**src/hw/rtl/tgc_pkg.sv**
```systemverilog
// Shared types, gesture codes and register indexes for the tilt gesture classifier.
package tgc_pkg;

  // Gesture and sample class codes.
  typedef logic [3:0] gesture_t;
  localparam gesture_t G_RIGHT     = 4'd0;
  localparam gesture_t G_RETURN    = 4'd1;
  localparam gesture_t G_LEFT      = 4'd2;
  localparam gesture_t G_UP        = 4'd3;
  localparam gesture_t G_DOWN      = 4'd4;
  localparam gesture_t G_FORWARD   = 4'd5;
  localparam gesture_t G_HIBERNATE = 4'd6;
  localparam gesture_t G_SHAKE     = 4'd7;
  localparam gesture_t G_UNKNOWN   = 4'd8;

  // Configuration register indexes.
  typedef logic [2:0] reg_index_t;
  localparam reg_index_t REG_ORIENTATION = 3'd0;
  localparam reg_index_t REG_X_ORIGIN    = 3'd1;
  localparam reg_index_t REG_Y_ORIGIN    = 3'd2;
  localparam reg_index_t REG_TURN_THR    = 3'd3;
  localparam reg_index_t REG_TILT_THR    = 3'd4;
  localparam reg_index_t REG_SHAKE_THR   = 3'd5;

  // Orientation flag bit positions.
  localparam int ORIENT_NEG_X = 0;
  localparam int ORIENT_NEG_Y = 1;
  localparam int ORIENT_SWAP  = 3;

  // Run counter.
  typedef logic [5:0] run_t;
  localparam run_t HIBERNATE_RUN = 6'd40;
  localparam run_t RUN_MAX       = 6'd63;

  typedef logic signed [15:0] sample_t;
  typedef logic [14:0]        thr_t;

  // Register file contents as seen by the datapath.
  typedef struct packed {
    logic [3:0] orientation_flags;
    sample_t    x_origin;
    sample_t    y_origin;
    thr_t       turn_threshold;
    thr_t       tilt_threshold;
    thr_t       shake_threshold;
  } cfg_t;

endpackage

```
**src/hw/rtl/tgc_if.sv**
```systemverilog
// Handshake interfaces for the sample, result and configuration channels.
interface tgc_sample_if;
  logic                   valid;
  logic                   ready;
  logic signed [15:0]     raw_ax;
  logic signed [15:0]     raw_ay;
  logic                   consumed;
  modport source (output valid, output raw_ax, output raw_ay, output consumed, input ready);
  modport sink   (input valid, input raw_ax, input raw_ay, input consumed, output ready);
endinterface

interface tgc_result_if;
  logic       valid;
  logic       ready;
  logic       gesture_valid;
  logic [3:0] gesture;
  logic [3:0] sample_class;
  modport source (output valid, output gesture_valid, output gesture, output sample_class,
                  input ready);
  modport sink   (input valid, input gesture_valid, input gesture, input sample_class,
                  output ready);
endinterface

interface tgc_cfg_if;
  logic        valid;
  logic        ready;
  logic [2:0]  index;
  logic [15:0] data;
  modport source (output valid, output index, output data, input ready);
  modport sink   (input valid, input index, input data, output ready);
endinterface

```
**src/hw/rtl/tilt_gesture_classifier_top.sv**
```systemverilog
// Top level of the tilt gesture classifier.
// A sample goes from the input register to the result register, which drives the result beat.
// Throughput: one sample per cycle while results are taken; a stalled result lets one more
// beat into the input register, after which the sample channel stalls as well.
// Reset (rst, synchronous, active high) restores the register defaults, clears
// the held gesture and the class history, and empties both pipeline registers.
module tilt_gesture_classifier_top (
  input  logic          clk,
  input  logic          rst,
  tgc_sample_if.sink    sample,
  tgc_result_if.source  result,
  tgc_cfg_if.sink       cfg
);
  import tgc_pkg::*;

  cfg_t     regs;
  logic     s1_valid;
  sample_t  s1_ax;
  sample_t  s1_ay;
  logic     s1_consumed;
  gesture_t s1_class;
  logic     out_free;
  logic     load;

  assign load         = s1_valid && out_free;
  assign sample.ready = !s1_valid || out_free;

  tgc_cfg_regs u_cfg (
    .clk  (clk),
    .rst  (rst),
    .cfg  (cfg),
    .regs (regs)
  );

  // Input register control.
  always_ff @(posedge clk) begin
    if (rst) begin
      s1_valid <= 1'b0;
    end else if (sample.ready) begin
      s1_valid <= sample.valid;
    end
  end

  // Input register payload.
  always_ff @(posedge clk) begin
    if (sample.valid && sample.ready) begin
      s1_ax       <= sample.raw_ax;
      s1_ay       <= sample.raw_ay;
      s1_consumed <= sample.consumed;
    end
  end

  tgc_classify u_classify (
    .raw_ax       (s1_ax),
    .raw_ay       (s1_ay),
    .regs         (regs),
    .sample_class (s1_class)
  );

  tgc_tracker u_tracker (
    .clk          (clk),
    .rst          (rst),
    .load         (load),
    .consumed     (s1_consumed),
    .sample_class (s1_class),
    .out_free     (out_free),
    .result       (result)
  );

  // A waiting sample stays in the input register until it is loaded.
  a_s1_hold: assert property (@(posedge clk) disable iff (rst)
    s1_valid && !out_free |=> s1_valid && $stable(s1_ax) && $stable(s1_ay))
    else $error("input register lost a waiting sample");
  // A loaded sample is replaced only by a new beat.
  a_s1_drain: assert property (@(posedge clk) disable iff (rst)
    load && !sample.valid |=> !s1_valid)
    else $error("input register valid without a new beat");
  // The classifier only ever produces codes up to unknown.
  a_class_range: assert property (@(posedge clk) disable iff (rst)
    s1_valid |-> s1_class <= G_UNKNOWN && s1_class != G_RETURN && s1_class != G_FORWARD &&
    s1_class != G_HIBERNATE)
    else $error("classifier produced a gesture-only code");
endmodule

```
**src/hw/rtl/tgc_cfg_regs.sv**
```systemverilog
// Configuration register file written through the configuration channel.
module tgc_cfg_regs (
  input  logic         clk,
  input  logic         rst,
  tgc_cfg_if.sink      cfg,
  output tgc_pkg::cfg_t regs
);
  import tgc_pkg::*;

  cfg_t cfg_q;

  assign cfg.ready = 1'b1;
  assign regs      = cfg_q;

  // One register per beat; indexes beyond the list are dropped.
  always_ff @(posedge clk) begin
    if (rst) begin
      cfg_q.orientation_flags <= 4'd0;
      cfg_q.x_origin          <= 16'sd0;
      cfg_q.y_origin          <= 16'sd0;
      cfg_q.turn_threshold    <= 15'd4000;
      cfg_q.tilt_threshold    <= 15'd5000;
      cfg_q.shake_threshold   <= 15'd1000;
    end else if (cfg.valid) begin
      case (cfg.index)
        REG_ORIENTATION: cfg_q.orientation_flags <= cfg.data[3:0];
        REG_X_ORIGIN:    cfg_q.x_origin          <= cfg.data;
        REG_Y_ORIGIN:    cfg_q.y_origin          <= cfg.data;
        REG_TURN_THR:    cfg_q.turn_threshold    <= cfg.data[14:0];
        REG_TILT_THR:    cfg_q.tilt_threshold    <= cfg.data[14:0];
        REG_SHAKE_THR:   cfg_q.shake_threshold   <= cfg.data[14:0];
        default: ;
      endcase
    end
  end
endmodule

```
**src/hw/rtl/tgc_classify.sv**
```systemverilog
// Offset and orientation correction followed by threshold classification.
module tgc_classify (
  input  tgc_pkg::sample_t  raw_ax,
  input  tgc_pkg::sample_t  raw_ay,
  input  tgc_pkg::cfg_t     regs,
  output tgc_pkg::gesture_t sample_class
);
  import tgc_pkg::*;

  logic [15:0]        dx;
  logic [15:0]        dy;
  logic [15:0]        nx;
  logic [15:0]        ny;
  logic signed [16:0] vx;
  logic signed [16:0] vy;
  logic signed [16:0] turn;
  logic signed [16:0] tilt;
  logic signed [16:0] shk;

  // Subtract the origin and apply the negations, all with 16-bit wrap.
  always_comb begin
    dx = raw_ax - regs.x_origin;
    dy = raw_ay - regs.y_origin;
    nx = regs.orientation_flags[ORIENT_NEG_X] ? 16'(-dx) : dx;
    ny = regs.orientation_flags[ORIENT_NEG_Y] ? 16'(-dy) : dy;
  end

  // The swap comes after the negations; compares run on 17 bits.
  always_comb begin
    if (regs.orientation_flags[ORIENT_SWAP]) begin
      vx = {ny[15], ny};
      vy = {nx[15], nx};
    end else begin
      vx = {nx[15], nx};
      vy = {ny[15], ny};
    end
    turn = {2'b00, regs.turn_threshold};
    tilt = {2'b00, regs.tilt_threshold};
    shk  = {2'b00, regs.shake_threshold};
  end

  // Y is tested first; X only when Y gives no class.
  always_comb begin
    if (vy > turn) begin
      sample_class = G_LEFT;
    end else if (vy < -turn) begin
      sample_class = G_RIGHT;
    end else if (vy > shk || vy < -shk) begin
      sample_class = G_SHAKE;
    end else if (vx > tilt) begin
      sample_class = G_UP;
    end else if (vx < -tilt) begin
      sample_class = G_DOWN;
    end else if (vx > shk || vx < -shk) begin
      sample_class = G_SHAKE;
    end else begin
      sample_class = G_UNKNOWN;
    end
  end
endmodule

```
**src/hw/rtl/tgc_tracker.sv**
```systemverilog
// Class history, run counter, held gesture and the result register.
module tgc_tracker (
  input  logic              clk,
  input  logic              rst,
  input  logic              load,
  input  logic              consumed,
  input  tgc_pkg::gesture_t sample_class,
  output logic              out_free,
  tgc_result_if.source      result
);
  import tgc_pkg::*;

  logic     held_valid;
  gesture_t held_gesture;
  gesture_t previous_class;
  gesture_t second_previous_class;
  run_t     run_length;
  logic     out_valid;
  gesture_t out_class;

  logic     held_valid_next;
  gesture_t held_gesture_next;
  run_t     run_length_next;
  logic     live_valid;
  logic     three_equal;
  logic     same_class;

  assign out_free             = !out_valid || result.ready;
  assign result.valid         = out_valid;
  assign result.gesture_valid = held_valid;
  assign result.gesture       = held_gesture;
  assign result.sample_class  = out_class;

  // Next history and held gesture for the sample now being loaded.
  always_comb begin
    live_valid  = held_valid && !consumed;
    same_class  = sample_class == previous_class;
    three_equal = same_class && (previous_class == second_previous_class);
    if (same_class) begin
      run_length_next = (run_length == RUN_MAX) ? RUN_MAX : run_length + 6'd1;
    end else begin
      run_length_next = 6'd1;
    end
    held_valid_next   = live_valid;
    held_gesture_next = held_gesture;
    if (!live_valid) begin
      if (sample_class != G_UNKNOWN) begin
        held_valid_next   = 1'b1;
        held_gesture_next = sample_class;
      end
      if (three_equal && sample_class == G_UP) begin
        held_valid_next   = 1'b1;
        held_gesture_next = G_FORWARD;
      end else if (three_equal && sample_class == G_DOWN) begin
        held_valid_next   = 1'b1;
        held_gesture_next = G_RETURN;
      end
      if (run_length_next >= HIBERNATE_RUN && sample_class != G_SHAKE &&
          sample_class != G_UNKNOWN) begin
        held_valid_next   = 1'b1;
        held_gesture_next = G_HIBERNATE;
      end
    end
  end

  // State and result advance together on each loaded sample.
  always_ff @(posedge clk) begin
    if (rst) begin
      held_valid            <= 1'b0;
      held_gesture          <= G_UNKNOWN;
      previous_class        <= G_UNKNOWN;
      second_previous_class <= G_UNKNOWN;
      run_length            <= 6'd0;
      out_valid             <= 1'b0;
    end else begin
      if (load) begin
        held_valid            <= held_valid_next;
        held_gesture          <= held_gesture_next;
        second_previous_class <= previous_class;
        previous_class        <= sample_class;
        run_length            <= run_length_next;
        out_valid             <= 1'b1;
      end else if (result.ready) begin
        out_valid <= 1'b0;
      end
    end
  end

  always_ff @(posedge clk) begin
    if (load) begin
      out_class <= sample_class;
    end
  end

  // A load is only issued when the result register can take it.
  a_load_free: assert property (@(posedge clk) disable iff (rst) load |-> out_free)
    else $error("sample loaded while result register is full");
  // Every loaded sample leaves a run of at least one.
  a_run_nonzero: assert property (@(posedge clk) disable iff (rst)
    load |=> run_length != 6'd0)
    else $error("run counter zero after a sample");
  // A held gesture is never the unknown code.
  a_held_known: assert property (@(posedge clk) disable iff (rst)
    held_valid |-> held_gesture != G_UNKNOWN)
    else $error("held gesture is unknown");
  // A free slot with a known class always latches a gesture.
  a_latch_known: assert property (@(posedge clk) disable iff (rst)
    load && !live_valid && sample_class != G_UNKNOWN |=> held_valid)
    else $error("known class not latched");
endmodule

```
**src/flat_wrapper.sv**
```systemverilog
// flat-port wrapper written by rule: the top's interface ports become plain ports
module tilt_gesture_classifier_top_flat import tgc_pkg::*;
  (clk, rst, sample_valid, sample_raw_ax, sample_raw_ay, sample_consumed, sample_ready, result_valid, result_gesture_valid, result_gesture, result_sample_class, result_ready, cfg_valid, cfg_index, cfg_data, cfg_ready);
  tgc_sample_if sample_i ();
  tgc_result_if result_i ();
  tgc_cfg_if cfg_i ();
  input  logic clk;
  input  logic rst;
  input wire logic [$bits(sample_i.valid)-1:0] sample_valid;
  input wire logic [$bits(sample_i.raw_ax)-1:0] sample_raw_ax;
  input wire logic [$bits(sample_i.raw_ay)-1:0] sample_raw_ay;
  input wire logic [$bits(sample_i.consumed)-1:0] sample_consumed;
  output wire logic [$bits(sample_i.ready)-1:0] sample_ready;
  output wire logic [$bits(result_i.valid)-1:0] result_valid;
  output wire logic [$bits(result_i.gesture_valid)-1:0] result_gesture_valid;
  output wire logic [$bits(result_i.gesture)-1:0] result_gesture;
  output wire logic [$bits(result_i.sample_class)-1:0] result_sample_class;
  input wire logic [$bits(result_i.ready)-1:0] result_ready;
  input wire logic [$bits(cfg_i.valid)-1:0] cfg_valid;
  input wire logic [$bits(cfg_i.index)-1:0] cfg_index;
  input wire logic [$bits(cfg_i.data)-1:0] cfg_data;
  output wire logic [$bits(cfg_i.ready)-1:0] cfg_ready;
  assign sample_i.valid = sample_valid;
  assign sample_i.raw_ax = sample_raw_ax;
  assign sample_i.raw_ay = sample_raw_ay;
  assign sample_i.consumed = sample_consumed;
  assign sample_ready = sample_i.ready;
  assign result_valid = result_i.valid;
  assign result_gesture_valid = result_i.gesture_valid;
  assign result_gesture = result_i.gesture;
  assign result_sample_class = result_i.sample_class;
  assign result_i.ready = result_ready;
  assign cfg_i.valid = cfg_valid;
  assign cfg_i.index = cfg_index;
  assign cfg_i.data = cfg_data;
  assign cfg_ready = cfg_i.ready;
  tilt_gesture_classifier_top u_core (.clk(clk), .rst(rst), .sample(sample_i), .result(result_i), .cfg(cfg_i));
endmodule
```
**config.mk**
```make
export PLATFORM = sky130hd
export DESIGN_NAME = tilt_gesture_classifier_top_flat
export DESIGN_NICKNAME = d
export VERILOG_FILES = /design/src/hw/rtl/tgc_pkg.sv /design/src/hw/rtl/tgc_if.sv /design/src/hw/rtl/tilt_gesture_classifier_top.sv /design/src/hw/rtl/tgc_cfg_regs.sv /design/src/hw/rtl/tgc_classify.sv /design/src/hw/rtl/tgc_tracker.sv /design/src/flat_wrapper.sv
export SDC_FILE = /design/constraint.sdc
export NUM_CORES = 1
export LEC_CHECK = 0
export ABC_AREA = 1
export BUFFER_PORTS_ARGS = -buffer_cell sky130_fd_sc_hd__buf_2
export CELL_PAD_IN_SITES_DETAIL_PLACEMENT = 0
export CELL_PAD_IN_SITES_GLOBAL_PLACEMENT = 2
export CORE_ASPECT_RATIO = 0.8
export CORE_MARGIN = 8
export CORE_UTILIZATION = 36
export CTS_CLUSTER_DIAMETER = 40
export CTS_CLUSTER_SIZE = 12
export DETAILED_ROUTE_END_ITERATION = 16
export PLACE_DENSITY_LB_ADDON = 0.1
export SLEW_MARGIN = 20
export SYNTH_ARGS = -nofsm -noshare
export SYNTH_HDL_FRONTEND = slang
export SYNTH_SLANG_ARGS = --single-unit
```
**constraint.sdc**
```tcl
create_clock -name clk -period 5.6 [get_ports clk]
set_clock_uncertainty 0.2 [all_clocks]
set_input_delay 0.28 -clock clk [delete_from_list [all_inputs] [get_ports clk]]
set_output_delay 0.28 -clock clk [all_outputs]
set_load 0.01 [all_outputs]
```
[After elaboration in Yosys (flattened, before gate mapping)]
Cells that the tools add are included.
Word-level totals
  register bits: 139
  input port bits: 57
  output and inout port bits: 12
  logic and storage cells: 95
Operators by class
  add/subtract/negate cells: 8
  $lt $le $gt $ge: 9
  equality and inequality tests: 12
  multiplexer cells: 23
  bitwise gates (word level): 1
  reductions and logical operators: 25
Operators by type and width (number)
  17-bit by 16-bit > comparator with 1-bit output: 4
  17-bit < comparator: 4
  15-bit negation with 17-bit output: 3
  4-bit two-way mux: 10
  17-bit two-way mux: 2
  16-bit two-way mux: 2
  16-bit negation: 2
  16-bit subtractor: 2
  6-bit two-way mux: 2
  2-bit AND reduction: 6
  4-bit == test: 2
  1-bit logical AND: 8
  1-bit two-way mux: 7
  6-bit by 1-bit adder with 6-bit output (second input constant): 1
  3-bit by 2-bit == test with 1-bit output (second input constant): 2
  3-bit == test (second input constant): 2
  6-bit == test (second input constant): 1
  6-bit greater-or-equal comparator (second input constant): 1
  4-bit by 2-bit == test with 1-bit output (second input constant): 1
  4-bit by 3-bit == test with 1-bit output (second input constant): 1
  1-bit logical OR: 4
  4-bit by 3-bit inequality test with 1-bit output (second input constant): 1
  4-bit inequality test (second input constant): 1
  4-bit nonzero test: 1
  6 further kinds: 8

[Longest topological paths before layout]
Gate-level depths: netlist of run 1.
  depth after elaboration: 19
  gate-level depth with buffers: 44
  depth with buffers taken out: 44

[Modules after synthesis]
From an unflattened synthesis of run 1, not the netlist that was laid out.
Second synthesis, totals
  cells, all modules: 1825
  area, all modules: 12299.3 sq um
By module, submodules not included
  tgc_classify: instances 1, cells an instance 1170, area each 6822.8 sq um, sequential area each 0.0 sq um
  tgc_cfg_regs: instances 1, cells an instance 455, area each 3256.9 sq um, sequential area each 1621.6 sq um
  tgc_tracker: instances 1, cells an instance 159, area each 1173.6 sq um, sequential area each 520.5 sq um
  tilt_gesture_classifier_top: instances 1, cells an instance 41, area each 1046.0 sq um, sequential area each 1011.0 sq um

[Worst setup path before layout of run 1]
OpenSTA, ideal clock, no wires.
  kind: reg2reg
  from: register u_core.s1_ay[0]
  to: register u_core.u_tracker.held_gesture[1] (netlist: u_core.u_tracker.result.gesture[1])
  library setup time: 0.109 ns
  arrival time: 4.866 ns
  required time: 5.291 ns
  path slack: 0.425 ns
  cell stages (with the launch flop): 40
  buffers on the path: 0
  period minus slack after synthesis: 5.175 ns
  cell sequence: edfxtp_1 > inv_1 > ha_1 > inv_1 > fa_1 > or2_1 > nand2_2 > nand3_1 > nor3_1 > nand2_1 > nor3b_1 > a41oi_1 > nor2_1 > xnor2_1 > inv_1 > o21ai_0 > ha_1 > nand2_1 > [4 not listed] > nand3_1 > xor2_1 > inv_1 > nand2_2 > inv_1 > nand2_1 > nor2_2 > nand2_2 > nand2_1 > nand2_1 > nor2_4 > nand2_1 > inv_2 > nand3_1 > nand2_1 > nand3_1 > nand2_1 > inv_1
On the way
  cells in the longest elaborated chain, start to end: 19
  elaborated cells on any way between the ends: 39
  those cells by class: 2 x add/sub; 9 x order compare; 5 x eq/ne; 14 x mux; 9 x reduce/logical
Ends and longest elaborated chain
  from (decl): line tilt_gesture_classifier_top.sv:19  | sample_t s1_ay;
  from (signal assigned): line tilt_gesture_classifier_top.sv:48  | s1_ay <= sample.raw_ay;
  16-bit subtractor *: line tgc_classify.sv:23  | dy = raw_ay - regs.y_origin;
  16-bit negation: line tgc_classify.sv:25  | ny = regs.orientation_flags[ORIENT_NEG_Y] ? 16'(-dy) : dy;
  16-bit two-way mux *: line tgc_classify.sv:25
  17-bit two-way mux: line tgc_classify.sv:30  | if (regs.orientation_flags[ORIENT_SWAP]) begin
  17-bit by 16-bit > comparator with 1-bit output or 17-bit < comparator (tied branches): line tgc_classify.sv:54  | end else if (vx > shk || vx < -shk) begin
  1-bit logical OR: line tgc_classify.sv:54
  4-bit two-way mux: line tgc_classify.sv:54
  4-bit two-way mux: line tgc_classify.sv:52  | end else if (vx < -tilt) begin
  [2 not listed]
  4-bit two-way mux: line tgc_classify.sv:46  | end else if (vy < -turn) begin
  4-bit two-way mux *: line tgc_classify.sv:44  | if (vy > turn) begin
  4-bit == test: line tgc_tracker.sv:37  | same_class = sample_class == previous_class;
  6-bit two-way mux: line tgc_tracker.sv:39  | if (same_class) begin
  6-bit greater-or-equal comparator: line tgc_tracker.sv:58  | if (run_length_next >= HIBERNATE_RUN && sample_class != G_SHAKE &&
  1-bit logical AND (2 in series): line tgc_tracker.sv:58
  4-bit nonzero test (no line)
  3-bit AND reduction (no line)
  to (signal assigned): line tgc_tracker.sv:78  | held_gesture <= held_gesture_next;
  to (decl): line tgc_tracker.sv:14  | gesture_t held_gesture;
Every way passes the cells marked *; elsewhere a longest branch is shown, timed or not. The select of a mux whose other input is x is not followed.
A chain may end at the register's enable or synchronous reset.

[Final worst setup path of run 1]
  from: register u_core.s1_ay[0]
  to: register u_core.u_tracker.run_length[0]
On the way
  cells in the longest elaborated chain, start to end: 14
  elaborated cells on any way between the ends: 23
  those cells by class: 2 x add/sub; 8 x order compare; 1 x eq/ne; 10 x mux; 2 x reduce/logical
Ends and longest elaborated chain
  16-bit subtractor *: line tgc_classify.sv:23
  16-bit negation: line tgc_classify.sv:25
  16-bit two-way mux *: line tgc_classify.sv:25
  17-bit two-way mux: line tgc_classify.sv:30
  17-bit by 16-bit > comparator with 1-bit output or 17-bit < comparator (tied branches): line tgc_classify.sv:54
  1-bit logical OR: line tgc_classify.sv:54
  4-bit two-way mux: line tgc_classify.sv:54
  4-bit two-way mux: line tgc_classify.sv:52
  4-bit two-way mux: line tgc_classify.sv:50  | end else if (vx > tilt) begin
  4-bit two-way mux: line tgc_classify.sv:48  | end else if (vy > shk || vy < -shk) begin
  4-bit two-way mux: line tgc_classify.sv:46
  4-bit two-way mux *: line tgc_classify.sv:44
  named net u_core.s1_class[0]: line tilt_gesture_classifier_top.sv:21  | gesture_t s1_class;
  4-bit == test *: line tgc_tracker.sv:37
  6-bit two-way mux *: line tgc_tracker.sv:39
  to (signal assigned): line tgc_tracker.sv:81  | run_length <= run_length_next;
  to (decl): line tgc_tracker.sv:17  | run_t run_length;
Mark *: on every way through the listed nets, which the timed path passes. The rest lies on a longest branch.

==> results.json, run 1 <==
{
  "clkLatencyLatePin_ns": 0.44,
  "wire_per_inst_um": 17.0,
  "arrival_ns": 5.69,
  "unrepaired_setup_endpoints_after_global_routing": "yes",
  "antenna_violations_before_repair": 4,
  "cts.clk_slew.worst_paths_ns": 0.06,
  "timing.final.crit_period_ns": 5.55,
  "coreArea_um2": 32200,
  "synth-xor-area-share": 0.0593,
  "firstDrtPassIters": 5,
  "synth_top_family_by_area": "simple AND/OR/NAND/NOR gates",
  "drc": 0,
  "postSynthAreaPerCell_um2": 7.05,
  "worstSetupEndpointType": "flip-flop",
  "grt.total_usage": 0.201,
  "design.die.area_um2": 38400,
  "slew_violations": 0,
  "tritoncts_clock_tree": "yes",
  "yosys-mux-area-fraction": 0,
  "min_path_type": "input port to flip-flop",
  "setup_viol": 0,
  "postSynthNetCount": 1870,
  "timing_worst_slew_pin_value_ns": 1.10,
  "max_cap_violations": 0,
  "yosysTopAreaCellShare": 0.174,
  "placementRows": 59,
  "grt_pass1_vias": 10700,
  "cp_slowest_cell": "sky130_fd_sc_hd__fa_2",
  "yosysWarnings": 0,
  "htreeDepth": 4,
  "final_critical_path_setup_slack_ns": 0.0500,
  "share_of_synthesized_flip_flops_with_an_asynchronous_set_or_reset": 0,
  "ys_top_cells_by_area": "sky130_fd_sc_hd__dfxtp_1 17%, sky130_fd_sc_hd__ha_1 17%, sky130_fd_sc_hd__nand2_1 11%, sky130_fd_sc_hd__edfxtp_1 9.5%, sky130_fd_sc_hd__inv_1 8.0%",
  "run_status": "finished clean",
  "mappedNetlistArea_um2": 11600,
  "worst_setup_slack_before_clock_tree_synthesis_ns": -0.136,
  "period_share": 0.991,
  "timing.final.hold_violations": 0,
  "routed_wirelength_um": 38200,
  "synth_compound_area_frac": 0.153,
  "cts.sinks": 138,
  "wire_length_of_the_first_global_routing_pass_um": 60100,
  "die_height_um": 177,
  "largest_net_degree_at_the_start_of_global_routing": 84,
  "mostFrequentLayoutCells": "342 x sky130_fd_sc_hd__nand2_1, 243 x sky130_fd_sc_hd__inv_1, 155 x sky130_fd_sc_hd__ha_1",
  "critical_path.startpoint_type": "flip-flop",
  "drt-vias-per-instance": 4.89,
  "post_synthesis_adder_cell_area_fraction": 0.175,
  "slew_headroom": 0.263,
  "ir_drop_mv": 0.207,
  "globalRouteMet1Util": 0.283,
  "chipWidth_um": 217,
  "area_growth_syn_to_layout_pct": 21.2,
  "synth_simple_gate_area_frac": 0.248,
  "grt_busiest_layer": "met2",
  "critPathMaxStageDelay_ns": 0.43,
  "ios": 69,
  "num-nets-final": 2025,
  "drt.antenna.violating_nets": 0,
  "drt-initial-drc-count": 656,
  "initial_core_util": 0.362,
  "grt_overflow": 0,
  "cts.root.buffer_cell": "sky130_fd_sc_hd__clkbuf_16",
  "met3_usage": 0.0355,
  "total_leakage_power_uw": 0.00683,
  "portbufs": 67,
  "post_route_cells_drive_above_1_share": 0.149,
  "dp_hpwl_um": 30000,
  "via_count": 11000,
  "pwr_density_cell_nw_per_um2": 267,
  "fin_hold_ws_ns": 0.0282,
  "syn_inst": 1651,
  "ys_seq_elements": 138,
  "routabilityCongestion": 0.823,
  "synth_largest_area_cell": "sky130_fd_sc_hd__dfxtp_1",
  "met2_usage": 0.312,
  "ys_seq_area_frac": 0.269,
  "crit_top_cell": "sky130_fd_sc_hd__nand2_2",
  "yosys_most_used_dff": "sky130_fd_sc_hd__dfxtp_1",
  "critical_path.max_fanout": 5,
  "worstSetupPathType": "flip-flop to flip-flop",
  "cts-root-to-sink-buffers": 2,
  "yosysUniqueCellTypes": 44,
  "critical_path_required_ns": 5.74,
  "commonest_non_fill_non_tap_cell_in_the_layout": "sky130_fd_sc_hd__nand2_1",
  "cts_made_buffers": 17,
  "max_freq_ghz": 0.180,
  "number_of_enable_flip_flop_cells_after_synthesis": 37
}
==> cells in the mapped netlist, types with 3 or more instances <==
master,number
sky130_fd_sc_hd__nor3_1,30
sky130_fd_sc_hd__a31oi_1,3
sky130_fd_sc_hd__inv_1,247
sky130_fd_sc_hd__a21o_1,3
sky130_fd_sc_hd__nor2_2,7
sky130_fd_sc_hd__nand2_1,353
sky130_fd_sc_hd__o211ai_1,24
sky130_fd_sc_hd__nand3_2,10
sky130_fd_sc_hd__inv_2,10
sky130_fd_sc_hd__ha_1,160
sky130_fd_sc_hd__nand2_2,29
sky130_fd_sc_hd__nand3_1,76
sky130_fd_sc_hd__nor4_1,3
sky130_fd_sc_hd__xor2_1,71
sky130_fd_sc_hd__xnor2_1,6
sky130_fd_sc_hd__a21oi_1,150
sky130_fd_sc_hd__or2_1,3
sky130_fd_sc_hd__nor2_4,4
sky130_fd_sc_hd__o31ai_1,8
sky130_fd_sc_hd__dfxtp_1,101
sky130_fd_sc_hd__nand4_1,22
sky130_fd_sc_hd__clkbuf_1,35
sky130_fd_sc_hd__nor2_1,102
sky130_fd_sc_hd__edfxtp_1,37
sky130_fd_sc_hd__nand3b_1,3
sky130_fd_sc_hd__o21ai_0,130
sky130_fd_sc_hd__and2_1,4
==> critical path: cells and delay by family, from the launching register on <==
family,cells,cell delay [ns]
DFF,1,0.37
adders and majority gates,4,0.99
xor gates and xnor gates,2,0.41
buffers and inverters,10,0.80
and+or+nand+nor,16,1.74
AOI/OAI and AO/OA,5,0.89
==> power by group <==
part / internal, uW / switching (uW) / total [uW]
Clock: 751 / 477 / 1230
Sequential: 1080 / 27.2 / 1110
Combinational: 554 / 878 / 1430
Total: 2380 / 1380 / 3770
==> metrics by stage <==
step,total power (uW),cell area [um^2],std cells,utilization,TNS [ns]
after floorplan,1990,11600,1651,-,0
after global placement,2460,12800,2167,0.398,0
after detailed placement,2470,12800,2167,0.398,-0.586
after CTS,3740,13800,2236,0.429,0
after global routing,4030,14100,2246,0.438,-2.73
final,3770,14100,2247,0.438,0
==> cell families after synthesis <==
logic type | Yosys count
buffers and inverters | 293
adder cells (fa/ha/maj) | 162
other | 1
AO/OA/AOI/OAI | 328
flip-flops | 138
XOR/XNOR | 78
AND/OR/NAND/NOR | 651
==> flip-flops by register name, indices dropped and copies added, names as in the netlist <==
name and flops:
u_core.s1_ax 16, u_core.s1_ay 16, u_core.s1_consumed 1, u_core.s1_valid 1
u_core.u_cfg.regs 80, u_core.u_tracker.previous_class 4, u_core.u_tracker.result.gesture 4, u_core.u_tracker.result.gesture_valid 1
u_core.u_tracker.result.sample_class 4, u_core.u_tracker.result.valid 1, u_core.u_tracker.run_length 6, u_core.u_tracker.second_previous_class 4
==> area by class of cell <==
type | instances | area [um^2]
Sequential cell | 138 | 3130
Timing Repair Buffer | 172 | 1220
Multi-Input combinational cell | 1220 | 7620
Clock buffer | 22 | 485
Inverter | 257 | 966
Antenna cell | 1 | 2.50
Fill cell | 3415 | 18100
Tap cell | 427 | 534
Clock inverter | 10 | 139
==> per-layer routing <==
layer / wire (um) / part of all wire
met1: 19700 / 0.51
met2: 16000 / 0.42
met3: 1740 / 0.046
met4: 745 / 0.020
met5: 0 / 0
==> worst paths after layout <==
path,start,end,slack [ns],depth (start not counted)
worst max-delay path,u_core.s1_ay[0]$_DFFE_PP_,u_core.u_tracker.run_length[0]$_SDFFE_PP0P_,0.05,37
worst min-delay path,cfg_data[0],u_core.u_cfg.regs[45]$_SDFFE_PP0P_,0.03,3
worst max register to register,u_core.s1_ay[0]$_DFFE_PP_,u_core.u_tracker.run_length[0]$_SDFFE_PP0P_,0.05,37
worst min register to register,u_core.u_tracker.result.gesture[3]$_SDFFE_PP1P_,u_core.u_tracker.result.gesture[3]$_SDFFE_PP1P_,0.26,2
==> timing repair <==
| item | in CTS | in global routing |
|---|---|---|
| buffers inserted | 0 | 10 |
| pin swaps | 0 | 23 |
| hold endpoints to repair | 38 | 0 |
| setup endpoints to repair | 8 | 15 |
| hold buffers | 37 | 0 |
| resized for setup | 4 | 49 |
Note: power is estimated with default switching activity, not from simulation.
==> inputs of run 2 (changes only) <==
--- a/config.mk
+++ b/config.mk
@@ -18,2 +18,3 @@
 export PLACE_DENSITY_LB_ADDON = 0.1
+export RECOVER_POWER = 25
 export SLEW_MARGIN = 20
==> constraint.sdc (replaced) <==
create_clock -name clk -period 5.6 [get_ports clk]
set_clock_uncertainty 0.2 [all_clocks]
set_input_delay 0 -clock clk [delete_from_list [all_inputs] [get_ports clk]]
set_output_delay 0 -clock clk [all_outputs]
set_load 0.01 [all_outputs]
==> run 2 against run 1 <==
Against the previous run: clock power is essentially flat; via count rose by 1.6%; global-route usage increased by 0.30 points; critical path type unchanged; highest routed layer unchanged.
==> results.json, run 2 (same netlist as run 1, synthesis figures left out) <==
{
  "chipWidth_um": 217,
  "cts.clk_slew.worst_paths_ns": 0.06,
  "worstSetupEndpointType": "flip-flop",
  "final.setup.tns_ns": 0,
  "post_route_cells_drive_above_1_share": 0.140,
  "slew_headroom": 0.269,
  "htreeDepth": 4,
  "placed_cell_area_um2": 12800,
  "commonest_non_fill_non_tap_cell_in_the_layout": "sky130_fd_sc_hd__nand2_1",
  "critical_path.startpoint_type": "flip-flop",
  "drt.antenna.violating_nets": 0,
  "cts_made_buffers": 17,
  "cp_slowest_cell": "sky130_fd_sc_hd__fa_2",
  "grt.total_usage": 0.204,
  "max_cap_violations": 0,
  "total_leakage_power_uw": 0.00694,
  "cts.root.buffer_cell": "sky130_fd_sc_hd__clkbuf_16",
  "fin_area_um2": 14400,
  "run_status": "finished clean",
  "slew_violations": 0,
  "drt-vias-per-instance": 4.90,
  "finalCoreUtilization": 0.449,
  "setup_viol": 0,
  "crit_top_cell": "sky130_fd_sc_hd__nand2_2",
  "arrival_ns": 5.68,
  "routed_wirelength_um": 38600,
  "tritoncts_clock_tree": "yes",
  "cts.sinks": 138,
  "critical_path_required_ns": 5.74,
  "antenna_violations_before_repair": 3,
  "pwr_density_cell_nw_per_um2": 262,
  "dp_hpwl_um": 30000,
  "area_growth_syn_to_layout_pct": 24.1,
  "timing_worst_slew_pin_value_ns": 1.09,
  "clkLatencyLatePin_ns": 0.44,
  "largest_register_ffs": 80,
  "via_count": 11200,
  "grt_pass1_vias": 10900,
  "drc": 0,
  "post-layout-total-power_uw": 3780,
  "wire_length_of_the_first_global_routing_pass_um": 61100,
  "portbufs": 67,
  "timing.final.crit_period_ns": 5.54,
  "coreArea_um2": 32200,
  "drt-initial-drc-count": 666,
  "min_path_type": "input port to flip-flop",
  "critPathMaxStageDelay_ns": 0.43,
  "critical_path.max_fanout": 5,
  "fillers": 3397,
  "ios": 69,
  "grt_overflow": 0,
  "fin_hold_ws_ns": 0.0329,
  "design.die.area_um2": 38400,
  "cts-root-to-sink-buffers": 2,
  "initial_core_util": 0.362,
  "num-nets-final": 2060,
  "wire_per_inst_um": 16.9,
  "unrepaired_setup_endpoints_after_global_routing": "yes",
  "placementRows": 59,
  "period_share": 0.990,
  "die_height_um": 177,
  "routabilityCongestion": 0.823,
  "worstSetupPathType": "flip-flop to flip-flop",
  "ir_drop_mv": 0.208,
  "timing.final.hold_violations": 0,
  "max_freq_ghz": 0.180,
  "firstDrtPassIters": 6,
  "mostFrequentLayoutCells": "342 x sky130_fd_sc_hd__nand2_1, 243 x sky130_fd_sc_hd__inv_1, 155 x sky130_fd_sc_hd__ha_1",
  "largest_net_degree_at_the_start_of_global_routing": 84
}
[run 2: stage by stage]
step	instances	worst slack [ns]
final	2282	0.0562
after detailed placement	2167	-0.136
after CTS	2271	0.0116
after global routing	2281	-0.393
after global placement	2167	0.0662
after floorplan	1651	0.425
[run 2: area by class of cell]
class / instances / area, um^2 / area share
clock buffers: 22 / 485 / 0.0336
multi-input cells: 1220 / 7620 / 0.528
clock inverters: 10 / 139 / 0.00961
flip-flops and latches: 138 / 3130 / 0.217
well taps: 427 / 534 / 0.0370
inverters: 257 / 966 / 0.0669
repair buffers: 207 / 1560 / 0.108
diodes: 1 / 2.50 / 0.000173
[run 2: final timing paths]
kind	to	depth (start not counted)	start	slack [ns]
hold / removal	u_core.u_cfg.regs[7]$_SDFFE_PP1P_	5	cfg_valid	0.03
hold reg to reg	u_core.u_tracker.result.gesture[3]$_SDFFE_PP1P_	2	u_core.u_tracker.result.gesture[3]$_SDFFE_PP1P_	0.26
setup / recovery	u_core.u_tracker.run_length[0]$_SDFFE_PP0P_	37	u_core.s1_ay[0]$_DFFE_PP_	0.06
setup reg to reg	u_core.u_tracker.run_length[0]$_SDFFE_PP0P_	37	u_core.s1_ay[0]$_DFFE_PP_	0.06
[run 2: worst max-delay path: cells and delay by family (launching register included)]
| family | cells | cell delay, ns |
|---|---|---|
| AO/OA/AOI/OAI | 5 | 0.89 |
| AND/OR/NAND/NOR | 16 | 1.73 |
| adder cells (fa/ha/maj) | 4 | 0.99 |
| flip-flops | 1 | 0.37 |
| XOR/XNOR | 2 | 0.41 |
| buffers and inverters | 10 | 0.82 |
[run 2: metal layers]
layer | up-vias | track usage | share of wire
met5 | - | 0 | 0
met2 | 187 | 0.317 | 0.42
met4 | 0 | 0.0546 | 0.019
met1 | 5118 | 0.288 | 0.52
met3 | 31 | 0.0359 | 0.042
li1 | 5837 | - | -
[run 2: repair_timing]
action	4_1_cts	5_1_grt
endpoints found under the hold margin	126	0
setup buffers	0	10
gates resized for setup	4	49
hold buffers	72	0
pin swaps	0	23
endpoints found under the setup margin	8	15
[run 2: report_power, final]
part           leakage (uW)  internal (uW)  switching [uW]  total [uW]
Sequential          0.00118           1080            27.4        1110
Clock              0.000297            751             477        1230
Combinational       0.00546            565             881        1450
